`config.mk`:
```
export PLATFORM = sky130hd
export DESIGN_NAME = calendar_clock_with_rate_accumulator_top
export DESIGN_NICKNAME = d
export VERILOG_FILES = /design/src/ccra_pkg.sv /design/src/ccra_ctrl.sv /design/src/ccra_datapath.sv /design/src/calendar_clock_with_rate_accumulator_top.sv
export SDC_FILE = /design/constraint.sdc
export NUM_CORES = 2
export LEC_CHECK = 0
export BUFFER_PORTS_ARGS = -buffer_cell sky130_fd_sc_hd__buf_2
export CAP_MARGIN = 10
export CORE_MARGIN = 8
export CORE_UTILIZATION = 65
export CTS_CLUSTER_DIAMETER = 50
export DETAILED_ROUTE_END_ITERATION = 16
export MAX_ROUTING_LAYER = met4
export PLACE_DENSITY = 0.82
export SYNTH_ARGS = -nofsm -noshare
export SYNTH_HDL_FRONTEND = slang
export SYNTH_SLANG_ARGS = --single-unit
export TNS_END_PERCENT = 30
```
`constraint.sdc`:
```
create_clock -name aclk -period 16.22 [get_ports aclk]
set_clock_uncertainty 0.2 [all_clocks]
set_input_delay 1.622 -clock aclk [delete_from_list [all_inputs] [get_ports aclk]]
set_output_delay 1.622 -clock aclk [all_outputs]
set_load 0.02 [all_outputs]
```
`src/ccra_pkg.sv`:
```
// ----------------------------------------------------------------------------
// ccra_pkg
// Shared types and codes of the calendar clock: beat payloads, action codes,
// configuration register indexes and the controller/datapath interface.
// ----------------------------------------------------------------------------
package ccra_pkg;

    // action codes of an input beat
    localparam logic [1:0] ACT_TICK     = 2'd0;
    localparam logic [1:0] ACT_LOAD     = 2'd1;
    localparam logic [1:0] ACT_SET_TIME = 2'd2;
    localparam logic [1:0] ACT_SET_DATE = 2'd3;

    // configuration port
    localparam int CFG_INDEX_W = 8;
    localparam int CFG_DATA_W  = 16;
    localparam logic [CFG_INDEX_W-1:0] CFG_RATE   = 8'd0;
    localparam logic [CFG_INDEX_W-1:0] CFG_PAUSED = 8'd1;

    // input beat
    typedef struct packed {
        logic [1:0]  action;
        logic [23:0] elapsed_time;
        logic [4:0]  new_day;
        logic [3:0]  new_month;
        logic [13:0] new_year;
        logic [4:0]  new_hour;
        logic [5:0]  new_minute;
    } in_item_t;

    // result beat
    typedef struct packed {
        logic [16:0] minutes_advanced;
        logic        accepted;
        logic [4:0]  cur_day;
        logic [3:0]  cur_month;
        logic [13:0] cur_year;
        logic [4:0]  cur_hour;
        logic [5:0]  cur_minute;
        logic [2:0]  weekday;
        logic [2:0]  day_period;
    } out_item_t;

    // step commands from the controller
    typedef struct packed {
        logic capture;
        logic execute;
        logic accumulate;
        logic div_minutes;
        logic fold_minutes;
        logic div_hours;
        logic fold_hours;
        logic month_step;
        logic wday_div;
        logic wday_sum;
        logic load_out;
    } ccra_cmd_t;

    // datapath status back to the controller
    typedef struct packed {
        logic run_tick;
        logic carry_needed;
        logic month_over;
    } ccra_status_t;

endpackage

```
`src/ccra_ctrl.sv`:
```
// ----------------------------------------------------------------------------
// ccra_ctrl
// Sequencer of the calendar clock: walks one item through accumulation,
// minute/hour/day carries, month stepping, weekday and result hand-off.
// ----------------------------------------------------------------------------
module ccra_ctrl (
    input  logic                   aclk,
    input  logic                   aresetn,
    input  logic                   s_valid,
    output logic                   s_ready,
    output logic                   m_valid,
    input  logic                   m_ready,
    input  ccra_pkg::ccra_status_t status,
    output ccra_pkg::ccra_cmd_t    cmd
);

    typedef enum logic [3:0] {
        ST_IDLE,
        ST_EXEC,
        ST_ADD,
        ST_DIV60,
        ST_HRS,
        ST_DIV24,
        ST_DAYS,
        ST_MONTH,
        ST_WK1,
        ST_WK2,
        ST_OUT
    } state_t;

    state_t state_reg, state_next;
    logic   m_valid_reg, m_valid_next;

    assign s_ready = (state_reg == ST_IDLE);
    assign m_valid = m_valid_reg;

    // next state and step commands
    always_comb begin
        state_next   = state_reg;
        cmd          = '0;
        m_valid_next = m_valid_reg;
        if (m_valid_reg && m_ready) begin
            m_valid_next = 1'b0;
        end
        unique case (state_reg)
            ST_IDLE: begin
                if (s_valid) begin
                    cmd.capture = 1'b1;
                    state_next  = ST_EXEC;
                end
            end
            ST_EXEC: begin
                cmd.execute = 1'b1;
                state_next  = status.run_tick ? ST_ADD : ST_WK1;
            end
            ST_ADD: begin
                cmd.accumulate = 1'b1;
                state_next     = status.carry_needed ? ST_DIV60 : ST_WK1;
            end
            ST_DIV60: begin
                cmd.div_minutes = 1'b1;
                state_next      = ST_HRS;
            end
            ST_HRS: begin
                cmd.fold_minutes = 1'b1;
                state_next       = ST_DIV24;
            end
            ST_DIV24: begin
                cmd.div_hours = 1'b1;
                state_next    = ST_DAYS;
            end
            ST_DAYS: begin
                cmd.fold_hours = 1'b1;
                state_next     = ST_MONTH;
            end
            ST_MONTH: begin
                cmd.month_step = 1'b1;
                state_next     = status.month_over ? ST_MONTH : ST_WK1;
            end
            ST_WK1: begin
                cmd.wday_div = 1'b1;
                state_next   = ST_WK2;
            end
            ST_WK2: begin
                cmd.wday_sum = 1'b1;
                state_next   = ST_OUT;
            end
            ST_OUT: begin
                // output register free or being emptied this cycle
                if (!m_valid_reg || m_ready) begin
                    cmd.load_out = 1'b1;
                    m_valid_next = 1'b1;
                    state_next   = ST_IDLE;
                end
            end
            default: begin
                state_next = ST_IDLE;
            end
        endcase
    end

    // state and result valid
    always_ff @(posedge aclk) begin
        if (!aresetn) begin
            state_reg   <= ST_IDLE;
            m_valid_reg <= 1'b0;
        end else begin
            state_reg   <= state_next;
            m_valid_reg <= m_valid_next;
        end
    end

endmodule

```
`src/ccra_datapath.sv`:
```
// ----------------------------------------------------------------------------
// ccra_datapath
// Clock and calendar registers, rate accumulator, constant-reciprocal
// dividers for the minute and hour carries, month stepper, weekday and
// day-period logic, configuration registers and the result register.
// ----------------------------------------------------------------------------
module ccra_datapath (
    input  logic                                aclk,
    input  logic                                aresetn,
    input  ccra_pkg::ccra_cmd_t                 cmd,
    output ccra_pkg::ccra_status_t              status,
    input  ccra_pkg::in_item_t                  s_data,
    output ccra_pkg::out_item_t                 m_data,
    input  logic                                cfg_valid,
    input  logic [ccra_pkg::CFG_INDEX_W-1:0]    cfg_index,
    input  logic [ccra_pkg::CFG_DATA_W-1:0]     cfg_data
);

    localparam logic [15:0] RATE_RESET = 16'd256;
    localparam logic [13:0] YEAR_MAX   = 14'd9999;
    localparam logic [13:0] YEAR_BIAS  = 14'd400;
    // ceil(2^21/60), exact for values below 74898
    localparam logic [33:0] RECIP60    = 34'd34953;
    // ceil(2^9/3), exact for values below 512
    localparam logic [15:0] RECIP3     = 16'd171;
    // ceil(2^20/100), exact for values below 43690
    localparam logic [27:0] RECIP100   = 28'd10486;
    // inverse of 25 modulo 2^12 and the divisibility bound
    localparam logic [23:0] INV25      = 24'd3113;
    localparam logic [11:0] LIM25      = 12'd163;

    // minute-of-day bounds of the day periods
    localparam logic [10:0] TOD_MORNING   = 11'd300;
    localparam logic [10:0] TOD_FORENOON  = 11'd420;
    localparam logic [10:0] TOD_NOON      = 11'd660;
    localparam logic [10:0] TOD_AFTERNOON = 11'd780;
    localparam logic [10:0] TOD_EARLY_EVE = 11'd1020;
    localparam logic [10:0] TOD_EVENING   = 11'd1140;
    localparam logic [10:0] TOD_NIGHT     = 11'd1260;

    localparam logic [2:0] PER_MORNING   = 3'd0;
    localparam logic [2:0] PER_FORENOON  = 3'd1;
    localparam logic [2:0] PER_NOON      = 3'd2;
    localparam logic [2:0] PER_AFTERNOON = 3'd3;
    localparam logic [2:0] PER_EARLY_EVE = 3'd4;
    localparam logic [2:0] PER_EVENING   = 3'd5;
    localparam logic [2:0] PER_NIGHT     = 3'd6;

    // gregorian leap rule; divisibility by 100 checked as (y/4) divisible by 25
    function automatic logic is_leap(input logic [13:0] y);
        logic [23:0] p;
        logic        div25;
        p     = 24'(y[13:2]) * INV25;
        div25 = (p[11:0] <= LIM25);
        return (y[1:0] == 2'd0) && (!div25 || (y[3:2] == 2'd0));
    endfunction

    // days in a month; months outside 1..12 count as 30 days
    function automatic logic [4:0] month_len(input logic [3:0] m, input logic [13:0] y);
        logic [4:0] len;
        unique case (m)
            4'd1, 4'd3, 4'd5, 4'd7, 4'd8, 4'd10, 4'd12: len = 5'd31;
            4'd2:    len = is_leap(y) ? 5'd29 : 5'd28;
            default: len = 5'd30;
        endcase
        return len;
    endfunction

    // zeller month term 13*(m+1)/5, with january and february as 13 and 14
    function automatic logic [5:0] zeller_term(input logic [3:0] m);
        logic [5:0] t;
        unique case (m)
            4'd0:    t = 6'd33;
            4'd1:    t = 6'd36;
            4'd2:    t = 6'd39;
            4'd3:    t = 6'd10;
            4'd4:    t = 6'd13;
            4'd5:    t = 6'd15;
            4'd6:    t = 6'd18;
            4'd7:    t = 6'd20;
            4'd8:    t = 6'd23;
            4'd9:    t = 6'd26;
            4'd10:   t = 6'd28;
            4'd11:   t = 6'd31;
            4'd12:   t = 6'd33;
            4'd13:   t = 6'd36;
            4'd14:   t = 6'd39;
            default: t = 6'd41;
        endcase
        return t;
    endfunction

    // x mod 7 by folding octal digits (8 = 1 mod 7)
    function automatic logic [2:0] mod7(input logic [9:0] x);
        logic [4:0] f1;
        logic [3:0] f2;
        f1 = 5'(x[2:0]) + 5'(x[5:3]) + 5'(x[8:6]) + 5'(x[9]);
        f2 = 4'(f1[2:0]) + 4'(f1[4:3]);
        return (f2 >= 4'd7) ? 3'(f2 - 4'd7) : f2[2:0];
    endfunction

    // configuration and clock state
    logic [15:0] rate_reg;
    logic        paused_reg;
    logic [5:0]  minute_reg;
    logic [4:0]  hour_reg;
    logic [4:0]  day_reg;
    logic [3:0]  month_reg;
    logic [13:0] year_reg;
    logic [23:0] frac_reg;

    // per-item work registers
    ccra_pkg::in_item_t  item_reg;
    ccra_pkg::out_item_t out_reg;
    logic [39:0] prod_reg;
    logic [16:0] adv_reg;
    logic        acc_reg;
    logic [16:0] mins_reg;
    logic [10:0] q60_reg;
    logic [10:0] hours_reg;
    logic [5:0]  q24_reg;
    logic [6:0]  day_work_reg;
    logic [13:0] wk_y_reg;
    logic [6:0]  wk_j_reg;
    logic [9:0]  wk_s_reg;

    logic [40:0] sum;
    logic [16:0] mins_sum;
    logic [33:0] q60_prod;
    logic [16:0] min_fold;
    logic [10:0] hours_sum;
    logic [15:0] q24_prod;
    logic [10:0] hour_fold;
    logic [6:0]  day_sum;
    logic [4:0]  cur_len;
    logic        time_ok;
    logic        date_ok;
    logic [13:0] year_sat;
    logic        m_early;
    logic [13:0] wk_y;
    logic [27:0] j_prod;
    logic [13:0] k_full;
    logic [6:0]  k_val;
    logic [9:0]  wk_s;
    logic [2:0]  zel_h;
    logic [2:0]  wday;
    logic [10:0] tod;
    logic [2:0]  period;

    // accumulator and carry arithmetic
    always_comb begin
        sum       = {1'b0, prod_reg} + 41'(frac_reg);
        mins_sum  = 17'(minute_reg) + sum[40:24];
        q60_prod  = 34'(mins_reg) * RECIP60;
        min_fold  = mins_reg - 17'(q60_reg) * 17'd60;
        hours_sum = 11'(hour_reg) + q60_reg;
        q24_prod  = 16'(hours_reg[10:3]) * RECIP3;
        hour_fold = hours_reg - 11'(q24_reg) * 11'd24;
        day_sum   = 7'(day_reg) + 7'(q24_reg);
        cur_len   = month_len(month_reg, year_reg);
    end

    // set validation
    always_comb begin
        time_ok  = (item_reg.new_hour <= 5'd23) && (item_reg.new_minute <= 6'd59);
        date_ok  = (item_reg.new_year >= 14'd1) && (item_reg.new_year <= YEAR_MAX)
                && (item_reg.new_month >= 4'd1) && (item_reg.new_month <= 4'd12)
                && (item_reg.new_day >= 5'd1)
                && (item_reg.new_day <= month_len(item_reg.new_month, item_reg.new_year));
        year_sat = (item_reg.new_year > YEAR_MAX) ? YEAR_MAX : item_reg.new_year;
    end

    // weekday by zeller and the day period
    always_comb begin
        m_early = (month_reg < 4'd3);
        wk_y    = year_reg + YEAR_BIAS - 14'(m_early);
        j_prod  = 28'(wk_y) * RECIP100;
        k_full  = wk_y_reg - 14'(wk_j_reg) * 14'd100;
        k_val   = k_full[6:0];
        wk_s    = 10'(day_reg) + 10'(zeller_term(month_reg)) + 10'(k_val)
                + 10'(k_val[6:2]) + 10'(wk_j_reg[6:2]) + 10'(wk_j_reg) * 10'd5;
        zel_h   = mod7(wk_s_reg);
        wday    = (zel_h >= 3'd2) ? zel_h - 3'd2 : zel_h + 3'd5;
        tod     = 11'(hour_reg) * 11'd60 + 11'(minute_reg);
        priority if (tod >= TOD_MORNING && tod < TOD_FORENOON) begin
            period = PER_MORNING;
        end else if (tod >= TOD_FORENOON && tod < TOD_NOON) begin
            period = PER_FORENOON;
        end else if (tod >= TOD_NOON && tod < TOD_AFTERNOON) begin
            period = PER_NOON;
        end else if (tod >= TOD_AFTERNOON && tod < TOD_EARLY_EVE) begin
            period = PER_AFTERNOON;
        end else if (tod >= TOD_EARLY_EVE && tod < TOD_EVENING) begin
            period = PER_EARLY_EVE;
        end else if (tod >= TOD_EVENING && tod < TOD_NIGHT) begin
            period = PER_EVENING;
        end else begin
            period = PER_NIGHT;
        end
    end

    // status to the controller
    assign status.run_tick     = (item_reg.action == ccra_pkg::ACT_TICK) && !paused_reg;
    assign status.carry_needed = (sum[40:24] != 17'd0);
    assign status.month_over   = (day_work_reg > 7'(cur_len));

    assign m_data = out_reg;

    // configuration and clock state
    always_ff @(posedge aclk) begin
        if (!aresetn) begin
            rate_reg   <= RATE_RESET;
            paused_reg <= 1'b0;
            minute_reg <= 6'd0;
            hour_reg   <= 5'd0;
            day_reg    <= 5'd1;
            month_reg  <= 4'd1;
            year_reg   <= 14'd1;
            frac_reg   <= 24'd0;
        end else begin
            if (cfg_valid) begin
                if (cfg_index == ccra_pkg::CFG_RATE) begin
                    rate_reg <= cfg_data;
                end else if (cfg_index == ccra_pkg::CFG_PAUSED) begin
                    paused_reg <= cfg_data[0];
                end
            end
            if (cmd.execute) begin
                unique case (item_reg.action)
                    ccra_pkg::ACT_TICK: begin
                    end
                    ccra_pkg::ACT_LOAD: begin
                        day_reg    <= item_reg.new_day;
                        month_reg  <= item_reg.new_month;
                        year_reg   <= year_sat;
                        hour_reg   <= item_reg.new_hour;
                        minute_reg <= item_reg.new_minute;
                        frac_reg   <= 24'd0;
                    end
                    ccra_pkg::ACT_SET_TIME: begin
                        if (time_ok) begin
                            hour_reg   <= item_reg.new_hour;
                            minute_reg <= item_reg.new_minute;
                        end
                    end
                    ccra_pkg::ACT_SET_DATE: begin
                        if (date_ok) begin
                            day_reg   <= item_reg.new_day;
                            month_reg <= item_reg.new_month;
                            year_reg  <= item_reg.new_year;
                        end
                    end
                    default: begin
                    end
                endcase
            end else if (cmd.accumulate) begin
                frac_reg <= sum[23:0];
            end else if (cmd.fold_minutes) begin
                minute_reg <= min_fold[5:0];
            end else if (cmd.fold_hours) begin
                hour_reg <= hour_fold[4:0];
            end else if (cmd.month_step) begin
                if (status.month_over) begin
                    // roll into the next month, year holds at its limit
                    if (month_reg >= 4'd12) begin
                        month_reg <= 4'd1;
                        if (year_reg < YEAR_MAX) begin
                            year_reg <= year_reg + 14'd1;
                        end
                    end else begin
                        month_reg <= month_reg + 4'd1;
                    end
                end else begin
                    day_reg <= day_work_reg[4:0];
                end
            end
        end
    end

    // work registers
    always_ff @(posedge aclk) begin
        if (cmd.capture) begin
            item_reg <= s_data;
            adv_reg  <= 17'd0;
        end
        if (cmd.execute) begin
            prod_reg <= 40'(item_reg.elapsed_time) * 40'(rate_reg);
            unique case (item_reg.action)
                ccra_pkg::ACT_TICK:     acc_reg <= 1'b1;
                ccra_pkg::ACT_LOAD:     acc_reg <= 1'b1;
                ccra_pkg::ACT_SET_TIME: acc_reg <= time_ok;
                ccra_pkg::ACT_SET_DATE: acc_reg <= date_ok;
                default:                acc_reg <= 1'b0;
            endcase
        end
        if (cmd.accumulate) begin
            adv_reg  <= sum[40:24];
            mins_reg <= mins_sum;
        end
        if (cmd.div_minutes) begin
            q60_reg <= q60_prod[31:21];
        end
        if (cmd.fold_minutes) begin
            hours_reg <= hours_sum;
        end
        if (cmd.div_hours) begin
            q24_reg <= q24_prod[14:9];
        end
        if (cmd.fold_hours) begin
            day_work_reg <= day_sum;
        end
        if (cmd.month_step && status.month_over) begin
            day_work_reg <= day_work_reg - 7'(cur_len);
        end
        if (cmd.wday_div) begin
            wk_y_reg <= wk_y;
            wk_j_reg <= j_prod[26:20];
        end
        if (cmd.wday_sum) begin
            wk_s_reg <= wk_s;
        end
        if (cmd.load_out) begin
            out_reg.minutes_advanced <= adv_reg;
            out_reg.accepted         <= acc_reg;
            out_reg.cur_day          <= day_reg;
            out_reg.cur_month        <= month_reg;
            out_reg.cur_year         <= year_reg;
            out_reg.cur_hour         <= hour_reg;
            out_reg.cur_minute       <= minute_reg;
            out_reg.weekday          <= wday;
            out_reg.day_period       <= period;
        end
    end

endmodule

```
`src/calendar_clock_with_rate_accumulator_top.sv`:
```
// A set, load or paused tick item runs execute, the weekday steps and the output load; a running
// tick adds accumulation, and a minute carry adds the carry division, folds and month stepping.
// A new item is taken only in idle, after the previous item's result has been loaded.
// The result register lets the next item enter while a result waits on m_ready.
// Reset (aresetn low, synchronous): 00:00 on day 1, month 1, year 1, fraction 0,
// rate 1.0 minute per second, not paused, no result pending.
// ----------------------------------------------------------------------------
// calendar_clock_with_rate_accumulator_top
// Gregorian calendar clock advanced by real elapsed time times a Q8.8 rate,
// with date/time set commands, weekday and day-period reporting.
// ----------------------------------------------------------------------------
module calendar_clock_with_rate_accumulator_top (
    input  logic                                aclk,
    input  logic                                aresetn,
    input  logic                                s_valid,
    output logic                                s_ready,
    input  ccra_pkg::in_item_t                  s_data,
    output logic                                m_valid,
    input  logic                                m_ready,
    output ccra_pkg::out_item_t                 m_data,
    input  logic                                cfg_valid,
    output logic                                cfg_ready,
    input  logic [ccra_pkg::CFG_INDEX_W-1:0]    cfg_index,
    input  logic [ccra_pkg::CFG_DATA_W-1:0]     cfg_data
);

    ccra_pkg::ccra_cmd_t    cmd;
    ccra_pkg::ccra_status_t status;

    // register writes are always taken
    assign cfg_ready = 1'b1;

    // sequencer
    ccra_ctrl u_ctrl (
        .aclk    (aclk),
        .aresetn (aresetn),
        .s_valid (s_valid),
        .s_ready (s_ready),
        .m_valid (m_valid),
        .m_ready (m_ready),
        .status  (status),
        .cmd     (cmd)
    );

    // clock, calendar and arithmetic
    ccra_datapath u_datapath (
        .aclk      (aclk),
        .aresetn   (aresetn),
        .cmd       (cmd),
        .status    (status),
        .s_data    (s_data),
        .m_data    (m_data),
        .cfg_valid (cfg_valid),
        .cfg_index (cfg_index),
        .cfg_data  (cfg_data)
    );

endmodule
```
==> qor.txt <==
ys async rst share - 0%
Vias - 26,950
Synth Area in Compound Gates - 8.864%
CP required - 16,360 ps
Layout fillers - 4,202
crit path DAT - 8130 ps
Detailed Routing Iterations Pass 1 - 5
Worst Setup EP - u_datapath.wk_j_reg[6]
actual slew at the worst max-slew pin - 1162 ps
Starting Density - 65.74%
Worst path most repeated cell - inv_1
start of the worst register-to-register path - u_datapath.month_reg[0]
Die Span Y - 257.6 um
maxcap violations - 0
Skew-Pair Late Insertion Delay - 600 ps
die area - 66,330 um2
Sum Neg Setup Slack - 0 ps
global route total overflow - 0
Final Critical Period - 7988 ps
Syn Inst Count - 3,755
Syn. warnings - 0
reg-to-reg slack, setup - 8230 ps
Hold Crit Depth - 0
RR Endpoint - u_datapath.wk_j_reg[6]
CP Capture Type - flop
R2R depth - 32
post-synth net total - 4,836
number of I/O port buffers - 148
FF+latch count, synth - 338
CTS Buf Count - 47
Seq/Total Area, Yosys - 24.49%
number of global-route vias before repair - 28,730
Antenna Cells - 0
postcts setup bufs - 0
DR WL/cell - 18.36 um
Max Root-Sink Buffers - 3
Die X - 257.6 um
clk sink count - 338
clk slew on worst S/H paths - 60 ps
I/O Pins - 150
Routed Antenna Nets - 0
Synth Area in Adders - 41.73%
post-CTS sizing - 0
Post-Synth XOR/XNOR Area - 4.962%
Detailed Place HPWL - 66,580 um
Setup Viol. Count Final - 0
drt via density - 5.757
largest net degree at the start of global routing - 86
row count - 88
area delta synth->final - 8.267%
H-tree levels - 2
startpoint types - flop
Post-Synth Simple-Gate Area - 11.39%
share of layout cells above drive strength 1 - 7.278%
PwrDens - 171.7 nW/um2
Largest stage delay, worst path - 530 ps
mux share of post-synthesis cell area - 0.8347%
core area - 57,700 um2
first-pass GRT wire length - 143,800 um
CTS tree - yes
period utilization - 49.25%
# nets final - 4,958
maximum clock rate - 0.1252 GHz
WS Path Type - flop to flop
dominant synthesized flop cell - edfxtp_1
Unique masters post-synth - 80
final slew viol count - 0
DRT iter0 DRCs - 1,778
initial antenna violation count - 0
status - finished clean
leakage - 19.83 nW
Tot Pwr - 7.049 mW
post-synthesis cell area - 37,930 um2
maximum vdd drop - 0.4798 mV
# DRC - 0
RSZ-0062 raised after global routing - false
average size of a mapped cell - 10.10 um2
number of synthesized flops with an enable pin - 252
HP Class - flop to flop
slowest CP cell - fa_1
max reg flops - 60
GRT Total Usage - 27.18%
main combinational cell family by area after synthesis - adder cells
Placer Congestion - 0.9329
hold buffers post-CTS - 0
Critical Path Fanout Max - 6
CTS Root Buffer Type - clkbuf_16
Max-slew headroom - 22.08%
DRT Wirelength - 85,960 um
endpoints failing hold - 0
Critical Path Source - u_datapath.month_reg[0]
-- cell usage after synthesis (7+ instances only) --
cell / n / area share, %
a211oi_1: 16 / 0.32
a21boi_0: 12 / 0.24
a21o_1: 41 / 0.81
a21oi_1: 152 / 2.0
a22oi_1: 23 / 0.46
a31oi_1: 14 / 0.23
a32o_1: 8 / 0.21
and2_1: 138 / 2.3
and3_1: 21 / 0.35
clkbuf_1: 90 / 0.89
dfxtp_1: 86 / 4.5
edfxtp_1: 252 / 20
fa_1: 455 / 24
ha_1: 537 / 18
inv_1: 675 / 6.7
mux2i_1: 26 / 0.69
nand2_1: 393 / 3.9
nand2b_1: 22 / 0.36
nand3_1: 53 / 0.70
nand4_1: 11 / 0.18
nor2_1: 104 / 1.0
nor2b_1: 60 / 0.99
nor3_1: 35 / 0.46
nor4_1: 12 / 0.20
o211a_1: 14 / 0.37
o211ai_1: 18 / 0.36
o21a_1: 18 / 0.36
o21ai_0: 84 / 1.1
o21bai_1: 28 / 0.55
o31ai_1: 7 / 0.14
or3_1: 20 / 0.33
xnor2_1: 154 / 3.6
xor2_1: 59 / 1.4
-- cell families after synthesis --
| logic type | after synthesis |
|---|---|
| fa+ha+maj | 992 |
| buf+inv | 776 |
| flops | 338 |
| mux | 31 |
| xor+xnor | 214 |
| other cells | 1 |
| compound gates | 505 |
| simple gates | 898 |
-- routing by layer --
| layer | vias to the layer above | GRT usage, % | part of all wire, % |
|---|---|---|---|
| met3 | 202 | 3.472 | 6.1 |
| met1 | 13260 | 34.08 | 41 |
| met2 | 913 | 45.86 | 49 |
| met4 | 0 | 8.655 | 3.3 |
| li1 | 12570 | - | - |
| met5 | - | - | 0 |
-- worst max-delay path, delay by kind of cell (launching register included) --
kind                     cells  cell delay [ps]
AND/OR/NAND/NOR              3              680
XOR/XNOR                     2              600
adder cells (fa/ha/maj)     10             3450
buffers and inverters        7              530
AO/OA/AOI/OAI               10             1870
flip-flops                   1              420
-- cell type report --
type | count | area, um2 | share of cell area [%]
clock buffer | 60 | 1276 | 3.108
timing repair buffer | 172 | 920.9 | 2.243
multi-input combinational | 2641 | 25740 | 62.68
inverter | 677 | 2542 | 6.192
clock inverter | 28 | 339.1 | 0.8258
sequential | 338 | 9289 | 22.62
tap | 765 | 957.2 | 2.331
-- cells in the final DEF, fill, tap and decap left out, types with 24 or more instances in the layout --
cell type,instances
nor3_1,33
clkbuf_16,48
xnor2_1,154
ha_1,537
inv_1,674
nor2_1,103
nor2b_1,60
fa_1,455
xor2_1,59
nand3_1,53
and2_1,137
a21oi_1,152
dfxtp_1,86
mux2i_1,26
o21bai_1,28
o21ai_0,84
buf_4,24
a21o_1,41
nand2_1,393
buf_2,148
edfxtp_1,252
-- power by group --
part / leakage (nW) / internal [mW] / switching (mW)
combinational: 16.0 / 1.97 / 2.49
sequential: 3.03 / 1.33 / 0.200
clock: 0.763 / 0.633 / 0.422
-- through the flow --
step | instances | setup WS (ps) | hold slack, ps | area [um2] | util [%]
2_1_floorplan | 3755 | 9042 | 200.3 | 37930 | -
3_3_place_gp | 4593 | 8479 | 200.5 | 39450 | 68.37
3_5_place_dp | 4593 | 8298 | 204.5 | 39450 | 68.37
4_1_cts | 4681 | 8274 | 191.7 | 41060 | 71.17
5_1_grt | 4681 | 7709 | 198.7 | 41060 | 71.17
6_report | 4681 | 8232 | 196.1 | 41060 | 71.17
-- how the worst min path moves through the flow --
stage	startpoint	endpoint	slack, ps
after floorplan	u_datapath.acc_reg	u_datapath.m_data[40]	200
after CTS	u_datapath.adv_reg[2]	u_datapath.m_data[43]	190
final	u_datapath.adv_reg[2]	u_datapath.m_data[43]	200
after detailed placement	u_datapath.adv_reg[8]	u_datapath.m_data[49]	200
after global placement	u_datapath.adv_reg[9]	u_datapath.m_data[50]	200
after global routing	u_datapath.adv_reg[2]	u_datapath.m_data[43]	200
Note: power is estimated with default switching activity, not from simulation.
